`config.mk`:
```
export PLATFORM = sky130hd
export DESIGN_NAME = battery_soc_estimator
export DESIGN_NICKNAME = d
export VERILOG_FILES = /design/src/rtl/core/bse_pkg.sv /design/src/rtl/core/battery_soc_estimator.sv /design/src/rtl/core/bse_ctrl.sv /design/src/rtl/core/bse_datapath.sv
export SDC_FILE = /design/constraint.sdc
export NUM_CORES = 1
export LEC_CHECK = 0
export BUFFER_PORTS_ARGS = -buffer_cell sky130_fd_sc_hd__buf_2
export CAP_MARGIN = 20
export CORE_ASPECT_RATIO = 1.4
export CORE_MARGIN = 2
export CORE_UTILIZATION = 40
export CTS_CLUSTER_DIAMETER = 100
export CTS_CLUSTER_SIZE = 30
export DETAILED_ROUTE_END_ITERATION = 8
export SYNTH_ARGS = -nofsm -noshare
export SYNTH_HDL_FRONTEND = slang
export SYNTH_SLANG_ARGS = --single-unit
export TNS_END_PERCENT = 20
```
`constraint.sdc`:
```
create_clock -name i_clk -period 13.9 [get_ports i_clk]
set_input_delay 4.17 -clock i_clk [delete_from_list [all_inputs] [get_ports i_clk]]
set_output_delay 4.17 -clock i_clk [all_outputs]
set_load 0.02 [all_outputs]
```
`src/rtl/core/bse_pkg.sv`:
```
// Package for the battery SOC estimator: controller states, command and
// status structs, open-circuit voltage table and arithmetic constants.
// No dependencies.
package bse_pkg;

    localparam int OCV_POINTS = 11;
    localparam int MV_W       = 13;
    localparam int SEG_W      = 4;
    localparam int SOC_W      = 7;
    localparam int NUM_W      = 39;
    localparam int DEN_W      = 32;
    localparam int REM_W      = 32;
    localparam int QMAG_W     = 17;
    localparam int DIV_STEPS  = NUM_W;
    localparam int STEP_W     = $clog2(DIV_STEPS);
    localparam int CAP_W      = 10;
    localparam int LIMIT_W    = 17;
    localparam int RUN_W      = 16;
    localparam int CUR_W      = 21;
    localparam int CHG_W      = 32;
    localparam int CFG_IDX_W  = 2;
    localparam int CFG_DATA_W = 17;

    localparam logic [SOC_W-1:0] SOC_MAX   = 7'd100;
    localparam logic [SOC_W-1:0] SOC_STEP  = 7'd10;
    localparam logic [21:0]      MAS_PER_AH = 22'd3600000;

    localparam logic [CAP_W-1:0]   CAP_RESET   = 10'd100;
    localparam logic [LIMIT_W-1:0] LIMIT_RESET = 17'd1000;
    localparam logic [RUN_W-1:0]   RUN_RESET   = 16'd20;

    localparam logic [CFG_IDX_W-1:0] CFG_CAPACITY = 2'd0;
    localparam logic [CFG_IDX_W-1:0] CFG_LIMIT    = 2'd1;
    localparam logic [CFG_IDX_W-1:0] CFG_RUN      = 2'd2;

    localparam logic [SEG_W-1:0] SEG_BELOW = 4'd0;
    localparam logic [SEG_W-1:0] SEG_ABOVE = 4'd11;

    typedef enum logic [2:0] {
        S_IDLE,
        S_PREP,
        S_DIV,
        S_DONE
    } t_state;

    typedef struct packed {
        logic capture;
        logic load_div;
        logic div_step;
        logic finish;
    } t_bse_cmd;

    typedef struct packed {
        logic div_last;
    } t_bse_sts;

    function automatic logic [MV_W-1:0] ocv_point(input logic [SEG_W-1:0] idx);
        logic [MV_W-1:0] mv;
        unique case (idx)
            4'd0:    mv = 13'd3300;
            4'd1:    mv = 13'd3400;
            4'd2:    mv = 13'd3450;
            4'd3:    mv = 13'd3500;
            4'd4:    mv = 13'd3560;
            4'd5:    mv = 13'd3600;
            4'd6:    mv = 13'd3700;
            4'd7:    mv = 13'd3800;
            4'd8:    mv = 13'd4000;
            4'd9:    mv = 13'd4100;
            default: mv = 13'd4200;
        endcase
        return mv;
    endfunction

    function automatic logic [SEG_W-1:0] ocv_segment(input logic [MV_W-1:0] mv);
        logic [SEG_W-1:0] cnt;
        cnt = '0;
        for (int i = 0; i < OCV_POINTS; i++) begin
            cnt = cnt + SEG_W'(mv >= ocv_point(SEG_W'(i)));
        end
        return cnt;
    endfunction

endpackage

```
`src/rtl/core/battery_soc_estimator.sv`:
```
// Battery SOC estimator: an accepted transaction passes through operand
// setup, 39 steps of the shared restoring divider and a result write; a new
// transaction is accepted only after that result is written. The divider
// produces one quotient bit per cycle.
// Synchronous active-low reset restores register defaults, zero SOC and count.
// Top level; depends on bse_pkg, bse_ctrl and bse_datapath.
module battery_soc_estimator #(
    parameter int COUNT_BITS = 16
) (
    input  logic                                i_clk,
    input  logic                                i_rst_n,
    input  logic                                i_cfg_we,
    input  logic [bse_pkg::CFG_IDX_W-1:0]       i_cfg_index,
    input  logic [bse_pkg::CFG_DATA_W-1:0]      i_cfg_data,
    input  logic                                i_valid,
    output logic                                o_ready,
    input  logic signed [bse_pkg::CUR_W-1:0]    i_pack_current_ma,
    input  logic [bse_pkg::MV_W-1:0]            i_lowest_cell_mv,
    input  logic signed [bse_pkg::CHG_W-1:0]    i_charge_delta_mas,
    output logic                                o_valid,
    input  logic                                i_ready,
    output logic [bse_pkg::SOC_W-1:0]           o_soc_percent,
    output logic                                o_from_voltage
);
    import bse_pkg::*;

    t_bse_cmd cmd;
    t_bse_sts sts;

    bse_ctrl u_ctrl (
        .i_clk   (i_clk),
        .i_rst_n (i_rst_n),
        .i_valid (i_valid),
        .o_ready (o_ready),
        .o_valid (o_valid),
        .i_ready (i_ready),
        .i_sts   (sts),
        .o_cmd   (cmd)
    );

    bse_datapath #(
        .COUNT_BITS (COUNT_BITS)
    ) u_datapath (
        .i_clk              (i_clk),
        .i_rst_n            (i_rst_n),
        .i_cfg_we           (i_cfg_we),
        .i_cfg_index        (i_cfg_index),
        .i_cfg_data         (i_cfg_data),
        .i_pack_current_ma  (i_pack_current_ma),
        .i_lowest_cell_mv   (i_lowest_cell_mv),
        .i_charge_delta_mas (i_charge_delta_mas),
        .i_cmd              (cmd),
        .o_sts              (sts),
        .o_soc_percent      (o_soc_percent),
        .o_from_voltage     (o_from_voltage)
    );

endmodule

```
`src/rtl/core/bse_ctrl.sv`:
```
// Controller state machine for the battery SOC estimator.
// Sequences capture, operand setup, divider steps and result write.
// Depends on bse_pkg.
module bse_ctrl (
    input  logic              i_clk,
    input  logic              i_rst_n,
    input  logic              i_valid,
    output logic              o_ready,
    output logic              o_valid,
    input  logic              i_ready,
    input  bse_pkg::t_bse_sts i_sts,
    output bse_pkg::t_bse_cmd o_cmd
);
    import bse_pkg::*;

    t_state r_state, n_state;
    logic   r_out_valid, n_out_valid;
    logic   out_free;

    assign out_free = !r_out_valid || i_ready;

    always_comb begin
        n_state = r_state;
        unique case (r_state)
            S_IDLE: if (i_valid) n_state = S_PREP;
            S_PREP: n_state = S_DIV;
            S_DIV:  if (i_sts.div_last) n_state = S_DONE;
            S_DONE: if (out_free) n_state = S_IDLE;
            default: n_state = S_IDLE;
        endcase
    end

    always_comb begin
        o_cmd          = '0;
        o_ready        = 1'b0;
        unique case (r_state)
            S_IDLE: begin
                o_ready       = 1'b1;
                o_cmd.capture = i_valid;
            end
            S_PREP: o_cmd.load_div = 1'b1;
            S_DIV:  o_cmd.div_step = 1'b1;
            S_DONE: o_cmd.finish   = out_free;
            default: o_ready       = 1'b0;
        endcase
    end

    assign n_out_valid = o_cmd.finish || (r_out_valid && !i_ready);
    assign o_valid     = r_out_valid;

    always_ff @(posedge i_clk) begin
        if (!i_rst_n) begin
            r_state     <= S_IDLE;
            r_out_valid <= 1'b0;
        end else begin
            r_state     <= n_state;
            r_out_valid <= n_out_valid;
        end
    end

    a_no_overwrite: assert property (@(posedge i_clk) disable iff (!i_rst_n)
        o_cmd.finish |-> (!r_out_valid || i_ready))
        else $error("result written over a pending transaction");

    a_capture_prep: assert property (@(posedge i_clk) disable iff (!i_rst_n)
        o_cmd.capture |=> (r_state == S_PREP))
        else $error("capture not followed by operand setup");

    a_div_exit: assert property (@(posedge i_clk) disable iff (!i_rst_n)
        (r_state == S_DIV) && i_sts.div_last |=> (r_state == S_DONE))
        else $error("divider end missed");

    a_busy_stall: assert property (@(posedge i_clk) disable iff (!i_rst_n)
        (r_state != S_IDLE) |-> !o_ready)
        else $error("input taken while busy");

endmodule

```
`src/rtl/core/bse_datapath.sv`:
```
// Datapath for the battery SOC estimator: configuration registers, idle
// counter, operand multipliers, shared restoring divider and result logic.
// Depends on bse_pkg.
module bse_datapath #(
    parameter int COUNT_BITS = 16
) (
    input  logic                                i_clk,
    input  logic                                i_rst_n,
    input  logic                                i_cfg_we,
    input  logic [bse_pkg::CFG_IDX_W-1:0]       i_cfg_index,
    input  logic [bse_pkg::CFG_DATA_W-1:0]      i_cfg_data,
    input  logic signed [bse_pkg::CUR_W-1:0]    i_pack_current_ma,
    input  logic [bse_pkg::MV_W-1:0]            i_lowest_cell_mv,
    input  logic signed [bse_pkg::CHG_W-1:0]    i_charge_delta_mas,
    input  bse_pkg::t_bse_cmd                   i_cmd,
    output bse_pkg::t_bse_sts                   o_sts,
    output logic [bse_pkg::SOC_W-1:0]           o_soc_percent,
    output logic                                o_from_voltage
);
    import bse_pkg::*;

    localparam int CMP_W = (COUNT_BITS > RUN_W) ? COUNT_BITS : RUN_W;
    localparam int SUM_W = QMAG_W + 2;

    logic [CAP_W-1:0]      r_cap;
    logic [LIMIT_W-1:0]    r_limit;
    logic [RUN_W-1:0]      r_run;
    logic [COUNT_BITS-1:0] r_count, n_count;
    logic [SOC_W-1:0]      r_soc, n_soc;
    logic                  r_from_v;

    logic [CHG_W-1:0]      r_charge_mag;
    logic                  r_neg;
    logic [MV_W-1:0]       r_mv;
    logic                  r_use_v;
    logic [SEG_W-1:0]      r_seg;

    logic [NUM_W-1:0]      r_quo;
    logic [REM_W-1:0]      r_rem;
    logic [DEN_W-1:0]      r_den;
    logic [STEP_W-1:0]     r_step;

    logic [CUR_W-1:0]      cur_mag;
    logic [CHG_W-1:0]      chg_mag;
    logic                  idle;
    logic                  use_v;
    logic [SEG_W-1:0]      seg;
    logic [MV_W-1:0]       pt_lo;
    logic [MV_W-1:0]       span;
    logic [MV_W-1:0]       off;
    logic [CAP_W-1:0]      cap_eff;
    logic [NUM_W-1:0]      num;
    logic [DEN_W-1:0]      den;
    logic [REM_W:0]        r2;
    logic                  ge;
    logic [QMAG_W-1:0]     qmag;
    logic signed [SUM_W-1:0] q;
    logic signed [SUM_W-1:0] sum;
    logic [SOC_W-1:0]      soc_v;
    logic [SOC_W-1:0]      soc_c;

    always_ff @(posedge i_clk) begin
        if (!i_rst_n) begin
            r_cap   <= CAP_RESET;
            r_limit <= LIMIT_RESET;
            r_run   <= RUN_RESET;
        end else if (i_cfg_we) begin
            unique case (i_cfg_index)
                CFG_CAPACITY: r_cap   <= i_cfg_data[CAP_W-1:0];
                CFG_LIMIT:    r_limit <= i_cfg_data[LIMIT_W-1:0];
                CFG_RUN:      r_run   <= i_cfg_data[RUN_W-1:0];
                default: ;
            endcase
        end
    end

    assign cur_mag = i_pack_current_ma[CUR_W-1] ? CUR_W'(-i_pack_current_ma)
                                                : CUR_W'(i_pack_current_ma);
    assign chg_mag = i_charge_delta_mas[CHG_W-1] ? CHG_W'(-i_charge_delta_mas)
                                                 : CHG_W'(i_charge_delta_mas);
    assign idle    = cur_mag < CUR_W'(r_limit);

    always_comb begin
        n_count = r_count;
        if (!idle) begin
            n_count = '0;
        end else if (r_count != {COUNT_BITS{1'b1}}) begin
            n_count = r_count + COUNT_BITS'(1);
        end
    end

    assign use_v = CMP_W'(n_count) > CMP_W'(r_run);

    always_ff @(posedge i_clk) begin
        if (!i_rst_n) begin
            r_count <= '0;
        end else if (i_cmd.capture) begin
            r_count <= n_count;
        end
    end

    always_ff @(posedge i_clk) begin
        if (i_cmd.capture) begin
            r_charge_mag <= chg_mag;
            r_neg        <= i_charge_delta_mas[CHG_W-1];
            r_mv         <= i_lowest_cell_mv;
            r_use_v      <= use_v;
        end
    end

    assign seg     = ocv_segment(r_mv);
    assign pt_lo   = ocv_point(seg - SEG_W'(1));
    assign span    = ocv_point(seg) - pt_lo;
    assign off     = r_mv - pt_lo;
    assign cap_eff = (r_cap == '0) ? CAP_W'(1) : r_cap;

    always_comb begin
        if (r_use_v) begin
            num = NUM_W'(off) * NUM_W'(SOC_STEP);
            den = DEN_W'(span);
        end else begin
            num = NUM_W'(r_charge_mag) * NUM_W'(SOC_MAX);
            den = DEN_W'(MAS_PER_AH) * DEN_W'(cap_eff);
        end
    end

    assign r2 = {r_rem, r_quo[NUM_W-1]};
    assign ge = r2 >= {1'b0, r_den};
    assign o_sts.div_last = (r_step == '0);

    always_ff @(posedge i_clk) begin
        if (i_cmd.load_div) begin
            r_quo  <= num;
            r_den  <= den;
            r_rem  <= '0;
            r_seg  <= seg;
            r_step <= STEP_W'(DIV_STEPS - 1);
        end else if (i_cmd.div_step) begin
            r_quo  <= {r_quo[NUM_W-2:0], ge};
            r_rem  <= ge ? REM_W'(r2 - {1'b0, r_den}) : r2[REM_W-1:0];
            r_step <= r_step - STEP_W'(1);
        end
    end

    assign qmag = r_quo[QMAG_W-1:0];

    always_comb begin
        if (r_neg) begin
            q = -($signed(SUM_W'(qmag)) + $signed(SUM_W'(r_rem != '0)));
        end else begin
            q = $signed(SUM_W'(qmag));
        end
        sum = $signed(SUM_W'(r_soc)) + q;
        if (sum < 0) begin
            soc_c = '0;
        end else if (sum > $signed(SUM_W'(SOC_MAX))) begin
            soc_c = SOC_MAX;
        end else begin
            soc_c = sum[SOC_W-1:0];
        end
        if (r_seg == SEG_BELOW) begin
            soc_v = '0;
        end else if (r_seg >= SEG_ABOVE) begin
            soc_v = SOC_MAX;
        end else begin
            soc_v = SOC_W'(SOC_STEP * SOC_W'(r_seg - SEG_W'(1))) + SOC_W'(r_quo[3:0]);
        end
        n_soc = r_use_v ? soc_v : soc_c;
    end

    always_ff @(posedge i_clk) begin
        if (!i_rst_n) begin
            r_soc    <= '0;
            r_from_v <= 1'b0;
        end else if (i_cmd.finish) begin
            r_soc    <= n_soc;
            r_from_v <= r_use_v;
        end
    end

    assign o_soc_percent  = r_soc;
    assign o_from_voltage = r_from_v;

endmodule

```
==> run metrics, run 1 <==
status=completed; CP bufs+invs=2; nets@finish=3238; number of flops mapped to enable cells by yosys=121; wire per inst=16.7 um; most numerous cell in the Yosys netlist=inv_1; final wirelength=58100 um; ys flop type=edfxtp_1; r2r setup slk=3.77 ns; CP max stage delay=0.78 ns; RePlAce Congestion=0.904; Max Root-Sink Buffers=3; most frequent CP cell=o21ai_0; post_cts resized=0; Worst-Margin Slew=1.06 ns; setup ws final=3.77 ns; initial antenna violation count=2; f_max=0.0987 GHz; port buffer count=99; grt ovf=0; CP arrival=10.38 ns; routed vias=18900; die height=290 um; clock latency at the later pin of the worst-skew pair=0.52 ns; unrepaired setup endpoints after global routing=false; R2R Path Start=u_datapath.r_mv[5]; P&R area growth vs syn=6.84%; max_cap viols=0; core footprint=0.0576 sq mm; Yosys top cell area share=17.0%; DP Wirelength=47800 um; critical path depth=39; worst reg2reg path depth=39; #FFs+latches synth=229; H-tree levels=1; layout cells sized above 1=6.93%; largest net degree at the start of global routing=72; Syn Inst Count=2700; post-CTS setup buffer count=0; pre-CTS WS=3.83 ns; global-route wire length before repair=96400 um; CP max stage cell=xor2_1; Setup TNS=0 ns; Fillers=5726; Initial Utilization=40.5%; Root Buffer=clkbuf_16; Num CTS Buffers=13; Final Cycle Share=72.9%; hold_buf cts=0; synth warn=0; crit path max fanout=14; Total GRT Usage=19.3%; sequential share of the synthesized area=24.8%; RR Endpoint=u_datapath.r_quo[16]; violation count after the first detailed-route iteration=777; Die ar.=0.0604 sq mm; Period minus WS final=10.13 ns; Final Hold Viols=0; total iterations of the first detailed-routing run=5; Worst slew margin=29.6%; CP endpoint=u_datapath.r_quo[16]; skew final=0.0317 ns; top post-synthesis cells by area=ha_1, edfxtp_1, dfxtp_1; CTS tree=built; number of global-route vias before repair=19400; worst hold path class=flop to flop; critical path type=flop to flop; Post-synth top cells=inv_1, ha_1, nand2_1; CP top delay family=compound AO/OA/AOI/OAI gates; Required @ worst endpoint=14.15 ns; Vias per Instance=5.42; Die Wd=208 um; syn nets=3204; cell taking the most area after synthesis=ha_1; DRC errors left=0; Final Setup Violations=0; synthesized area=0.0234 sq mm; CP Launch Point=u_datapath.r_mv[5]; unique cell type count in the Yosys netlist=100; DRT antenna net count=0; clk slew on worst S/H paths=0.11 ns; total clock sinks=229; I/O Pins=100; critical path capture point type=flop; CP Launch Type=flop; WHS=0.472 ns; ys async rst share=0%; Avg Cell Area, Syn=8.66 sq um; Final Max Tran Viols=0; Cell Rows=104
sequential cells by signal, indices dropped and copies added, names as in the netlist, 2 cells and up:
register                  cells
u_datapath.r_den             31
u_datapath.r_mv              13
u_datapath.r_count           16
u_datapath.r_seg              4
u_datapath.r_charge_mag      32
u_ctrl.r_state                2
u_datapath.r_cap             10
u_datapath.r_limit           17
u_datapath.r_rem             32
u_datapath.o_soc_percent      7
u_datapath.r_step             6
u_datapath.r_quo             39
u_datapath.r_run             16
cell usage in the layout (no fill, tap or decap), types with 25 or more instances in the layout:
master	n
inv_1	380
o31ai_1	25
nand3_1	56
ha_1	314
buf_2	99
xnor2_1	128
dfxtp_1	108
nand2_1	237
nor3_1	50
xor2_1	65
a21oi_1	146
fa_1	97
a21boi_0	43
edfxtp_1	121
nand2b_1	44
o21ai_0	121
a21o_1	60
nor2b_1	30
nor2_1	174
logic make-up (layout without fill, tap and decap cells):
| kind of cell | count (synthesis) | after routing | share of synthesized area [%] |
|---|---|---|---|
| AO/OA/AOI/OAI | 606 | 606 | 17.4 |
| AND/OR/NAND/NOR | 761 | 761 | 16.3 |
| buffers and inverters | 474 | 514 | 7.84 |
| multiplexers | 21 | 21 | 1.00 |
| other | 0 | 1 | 0 |
| XOR/XNOR | 195 | 195 | 7.37 |
| adder cells (fa/ha/maj) | 414 | 414 | 25.3 |
| flip-flops | 229 | 229 | 24.8 |
final cells by class:
type	count	area, sq um	area share [%]
multi-input cells	1997	15800	63.1
flip-flops and latches	229	5800	23.2
inverters	382	1430	5.74
well taps	742	928	3.72
repair buffers	111	598	2.40
clock buffers	16	368	1.47
clock inverters	5	78.8	0.316
diodes	1	2.50	0.0100
routing by layer:
metal | GRT usage, % | vias up | part of all wire (%)
met5 | 0 | - | 0.022
met4 | 7.55 | 2 | 3.8
met3 | 1.44 | 115 | 2.8
met2 | 38.5 | 342 | 55
met1 | 20.7 | 9012 | 39
li1 | - | 9406 | -
how the worst min path moves through the flow:
stage	depth (start not counted)	slack, ns	endpoint	from
finish	2	0.47	u_datapath.r_run[8]	u_datapath.r_run[8]
global route	2	0.49	u_datapath.r_run[11]	u_datapath.r_run[11]
CTS	2	0.48	u_datapath.r_run[8]	u_datapath.r_run[8]
detailed placement	2	0.46	u_datapath.r_run[8]	u_datapath.r_run[8]
global placement	2	0.45	u_datapath.r_limit[0]	u_datapath.r_limit[0]
floorplan	2	0.44	u_datapath.r_limit[10]	u_datapath.r_limit[10]
worst register-to-register path: cells and delay by family, from the launching register on:
family | cells | cell delay, ns
buffers and inverters | 2 | 0.19
XOR/XNOR | 3 | 1.23
AND/OR/NAND/NOR | 4 | 0.57
flip-flops | 1 | 0.54
adder cells (fa/ha/maj) | 10 | 3.60
AO/OA/AOI/OAI | 20 | 3.74
through the flow:
| stage | utilization, % | cells | area [sq um] |
|---|---|---|---|
| 2_1_floorplan | - | 2700 | 23400 |
| 3_3_place_gp | 42.5 | 3459 | 24500 |
| 3_5_place_dp | 42.5 | 3459 | 24500 |
| 4_1_cts | 43.3 | 3480 | 24900 |
| 5_1_grt | 43.3 | 3483 | 25000 |
| 6_report | 43.3 | 3483 | 25000 |
Power of run 1 is left out: the tool's default activity adds up to more than one toggle a clock period on the data nets, which glitch-free logic cannot reach.
==> run 2, diff against run 1 <==
--- a/config.mk
+++ b/config.mk
@@ -5,6 +5,7 @@
 export SDC_FILE = /design/constraint.sdc
 export NUM_CORES = 1
 export LEC_CHECK = 0
+export ABC_AREA = 1
 export BUFFER_PORTS_ARGS = -buffer_cell sky130_fd_sc_hd__buf_2
 export CAP_MARGIN = 20
 export CORE_ASPECT_RATIO = 1.4
==> constraint.sdc (replaced) <==
create_clock -name i_clk -period 9.98 [get_ports i_clk]
set_input_delay 2.994 -clock i_clk [delete_from_list [all_inputs] [get_ports i_clk]]
set_output_delay 2.994 -clock i_clk [all_outputs]
set_load 0.02 [all_outputs]
==> run metrics, run 2 <==
status=completed; wire per inst=13.7 um; Post-synth top cells=inv_1, nand2_1, ha_1; DRC errors left=0; number of flops mapped to enable cells by yosys=121; most frequent cells in the layout=inv_1, nand2_1, ha_1; violation count after the first detailed-route iteration=861; Required @ worst endpoint=10.23 ns; most frequent CP cell=nor2_1; die height=291 um; f_max=0.110 GHz; final wirelength=54500 um; gr busiest metal=met2; Total GRT Usage=18.0%; clk slew on worst S/H paths=0.11 ns; critical path type=flop to flop; Final Cycle Share=91.2%; CP Launch Type=flop; ys flop type=edfxtp_1; critical path capture point type=flop; Final Setup Violations=0; core footprint=0.0583 sq mm; sequential share of the synthesized area=24.7%; skew final=0.0180 ns; met1 Use GR=23.3%; Avg Cell Area, Syn=7.43 sq um; diodes inserted=0; Num CTS Buffers=13; CP max stage cell=fa_1; max_cap viols=0; total clock sinks=229; cell taking the most area after synthesis=ha_1; DP Wirelength=44300 um; global-route wire length before repair=91900 um; Cell Rows=105; routed vias=19700; hold_buf cts=0; Final Hold Viols=0; I/O Pins=100; Period minus WS final=9.10 ns; CTS tree=built; nets@finish=3728; most numerous cell in the Yosys netlist=inv_1; Vias per Instance=4.95; crit path max fanout=9; synthesized area=0.0235 sq mm; syn nets=3663; Final Max Tran Viols=0; clock latency at the later pin of the worst-skew pair=0.51 ns; Syn Inst Count=3159; unique cell type count in the Yosys netlist=53; max reg flops=39; Die ar.=0.0607 sq mm; Max Root-Sink Buffers=3; P&R area growth vs syn=7.54%; RePlAce Congestion=0.893; unrepaired setup endpoints after global routing=false; CP arrival=9.36 ns; number of global-route vias before repair=19300; grt ovf=0; Worst-Margin Slew=0.925 ns; Worst slew margin=37.8%; top post-synthesis cells by area=ha_1, edfxtp_1, inv_1; Setup TNS=0 ns; fin util=43.3%; worst hold path class=flop to flop; most common cell after layout, fill and taps aside=inv_1; CP max stage delay=0.55 ns; met2 Track Usage GR=32.5%; #FFs+latches synth=229; Initial Utilization=40.2%; initial antenna violation count=5; Most flops, register=u_datapath.r_quo; Yosys top cell area share=16.9%; Root Buffer=clkbuf_16; H-tree levels=1; synth warn=0; biggest regs=u_datapath.r_quo (39), u_datapath.r_charge_mag (32), u_datapath.r_rem (32); layout cells sized above 1=7.06%; met3 Track Usage GR=1.65%; Die Wd=209 um; largest net degree at the start of global routing=80; ys async rst share=0%; port buffer count=99; DRT antenna net count=0; total iterations of the first detailed-routing run=7
run 2: cell count changes after synthesis, sizes merged, moves of 54 or more:
| cell | previous run | this run |
|---|---|---|
| a21o | 60 | 6 |
| xnor2 | 129 | 37 |
| nor2 | 175 | 247 |
| o21ai | 125 | 257 |
| inv | 382 | 602 |
| nand2 | 238 | 589 |
| a21oi | 148 | 307 |
run 2: timing repair:
| action | in CTS | in global routing |
|---|---|---|
| endpoints found under the setup margin | 0 | 5 |
| setup buffers | 0 | 2 |
| resized for setup | 0 | 9 |
run 2: metal layers:
layer,wire (um),part of all wire [%],vias to the layer above
met2,26400,48,193
met4,951,1.7,10
met5,53,0.097,-
met3,1330,2.4,58
met1,25800,47,8920
li1,-,-,10500
run 2: final timing paths:
check	to	slack, ns	depth (start not counted)	from
setup / recovery	u_datapath.r_quo[15]	0.88	50	u_datapath.r_mv[10]
hold / removal	u_datapath.r_run[6]	0.46	2	u_datapath.r_run[6]
setup reg to reg	u_datapath.r_quo[15]	0.88	50	u_datapath.r_mv[10]
hold reg to reg	u_datapath.r_run[6]	0.46	2	u_datapath.r_run[6]
run 2: cell families after synthesis:
| family | Yosys count | synth area share [%] |
|---|---|---|
| xor+xnor | 115 | 4.32 |
| buf+inv | 668 | 10.7 |
| flops | 229 | 24.7 |
| fa+ha+maj | 414 | 25.2 |
| simple gates | 1043 | 19.1 |
| compound gates | 690 | 16.0 |
run 2: area by class of cell:
class                   instances  area [sq um]
fillers                      6121         33100
inverters                     605          2280
clock inverters                 5          41.3
flip-flops and latches        229          5800
repair inverters                1          5.00
well taps                     749           937
repair buffers                112           633
multi-input cells            2262         15200
clock buffers                  16           358
run 2: critical path: cells and delay by family (launching register included):
family,cells,cell delay (ns)
AND/OR/NAND/NOR,17,2.09
adder cells (fa/ha/maj),10,3.53
XOR/XNOR,2,0.26
AO/OA/AOI/OAI,13,1.79
buffers and inverters,8,0.71
flip-flops,1,0.44
run 2: metrics by stage:
stage          setup slack [ns]  area (sq um)  hold WS, ns  std cells
5_1_grt                  0.0407         25200        0.495       3979
6_report                  0.875         25200        0.465       3979
2_1_floorplan              1.42         23500        0.433       3159
4_1_cts                   0.383         25200        0.470       3974
3_3_place_gp              0.510         24800        0.448       3953
3_5_place_dp              0.433         24800        0.452       3953
Power of run 2 is left out for the same reason.
==> run 3, diff against run 2 <==
--- a/config.mk
+++ b/config.mk
@@ -10,7 +10,7 @@
 export CAP_MARGIN = 20
 export CORE_ASPECT_RATIO = 1.4
 export CORE_MARGIN = 2
-export CORE_UTILIZATION = 40
+export CORE_UTILIZATION = 35
 export CTS_CLUSTER_DIAMETER = 100
 export CTS_CLUSTER_SIZE = 30
 export DETAILED_ROUTE_END_ITERATION = 8
==> run metrics, run 3 (synthesized netlist as in run 2, its figures left out) <==
Most flops, register=u_datapath.r_quo; Total GRT Usage=15.6%; core footprint=0.0666 sq mm; DRT antenna net count=0; most common cell after layout, fill and taps aside=inv_1; Final Hold Viols=0; clock latency at the later pin of the worst-skew pair=0.51 ns; f_max=0.111 GHz; Initial Utilization=35.3%; CP Launch Type=flop; nets@finish=3726; Worst-Margin Slew=1.01 ns; fin util=38.1%; max_cap viols=0; CP max stage delay=0.55 ns; Root Buffer=clkbuf_16; most frequent cells in the layout=inv_1, nand2_1, ha_1; port buffer count=99; number of global-route vias before repair=19000; crit path max fanout=10; P&R area growth vs syn=8.06%; DRC errors left=0; layout cells sized above 1=6.91%; critical path type=flop to flop; status=completed; CP max stage cell=fa_1; diodes inserted=0; RePlAce Congestion=0.904; Setup TNS=0 ns; Final Setup Violations=0; unrepaired setup endpoints after global routing=false; violation count after the first detailed-route iteration=886; post-CTS setup buffer count=0; wire per inst=13.1 um; CP arrival=9.26 ns; clk slew on worst S/H paths=0.12 ns; CTS tree=built; skew final=0.0299 ns; Final Cycle Share=90.3%; I/O Pins=100; global-route wire length before repair=90500 um; critical path capture point type=flop; Die ar.=0.0692 sq mm; largest net degree at the start of global routing=76; total clock sinks=229; total iterations of the first detailed-routing run=5; worst hold path class=flop to flop; final wirelength=53500 um; DP Wirelength=44000 um; Max Root-Sink Buffers=3; Cell Rows=112; H-tree levels=1; Period minus WS final=9.02 ns; Final Max Tran Viols=0; biggest regs=u_datapath.r_quo (39), u_datapath.r_charge_mag (32), u_datapath.r_rem (32); grt ovf=0; Vias per Instance=4.84; Fillers=6957; max reg flops=39; Num CTS Buffers=12; Die Wd=223 um; routed vias=19700; most frequent CP cell=inv_1; initial antenna violation count=3; Required @ worst endpoint=10.22 ns; Worst slew margin=31.8%; die height=310 um
## run 3: cell types whose count changed in the layout (fill, tap and decap cells not counted), moves of 2 or more
cell and delta:
clkinv_1 +2, buf_16 -2, buf_12 +3, clkinvlp_4 -2
## run 3: metal layers
layer	up-vias	wire length [um]	track usage, %
li1	10500	-	-
met1	8952	24900	19.9
met2	237	26100	28.3
met3	48	1520	1.54
met4	6	982	3.50
met5	-	38	0
## run 3: path summary, 6_finish.rpt
path / start / end / slack (ns) / depth (start not counted)
setup / recovery: u_datapath.r_mv[11] / u_datapath.r_quo[14] / 0.96 / 47
hold reg to reg: u_datapath.r_run[13] / u_datapath.r_run[13] / 0.46 / 2
setup reg to reg: u_datapath.r_mv[11] / u_datapath.r_quo[14] / 0.96 / 47
hold / removal: u_datapath.r_run[13] / u_datapath.r_run[13] / 0.46 / 2
## run 3: worst max-delay path, delay by kind of cell, from the launching register on
| family | cells | cell delay [ns] |
|---|---|---|
| xor gates and xnor gates | 1 | 0.20 |
| buffers and inverters | 9 | 0.84 |
| AOI/OAI and AO/OA | 13 | 2.04 |
| and+or+nand+nor | 14 | 1.58 |
| DFF | 1 | 0.43 |
| adders and majority gates | 10 | 3.64 |
## run 3: what timing repair did
action,in CTS,in global routing
hold buffers,0,0
setup endpoints to repair,0,4
resized for setup,0,7
## run 3: cell type report
| type | instances | area (sq um) | share of cell area [%] |
|---|---|---|---|
| Multi-Input combinational cell | 2262 | 15200 | 59.9 |
| Sequential cell | 229 | 5800 | 22.8 |
| Inverter | 605 | 2270 | 8.96 |
| Tap cell | 855 | 1070 | 4.22 |
| Timing Repair Buffer | 112 | 631 | 2.49 |
| Clock buffer | 17 | 372 | 1.46 |
| Clock inverter | 3 | 32.5 | 0.128 |
## run 3: stage by stage
| stage | area [sq um] | std cells | setup WS, ns | hold slack (ns) |
|---|---|---|---|---|
| 6_report | 25400 | 4083 | 0.964 | 0.465 |
| 5_1_grt | 25400 | 4083 | 0.113 | 0.480 |
| 4_1_cts | 25300 | 4080 | 0.640 | 0.470 |
| 3_5_place_dp | 24900 | 4060 | 0.681 | 0.451 |
| 3_3_place_gp | 24900 | 4060 | 0.773 | 0.449 |
| 2_1_floorplan | 23500 | 3159 | 1.42 | 0.433 |
Power of run 3 is left out for the same reason.
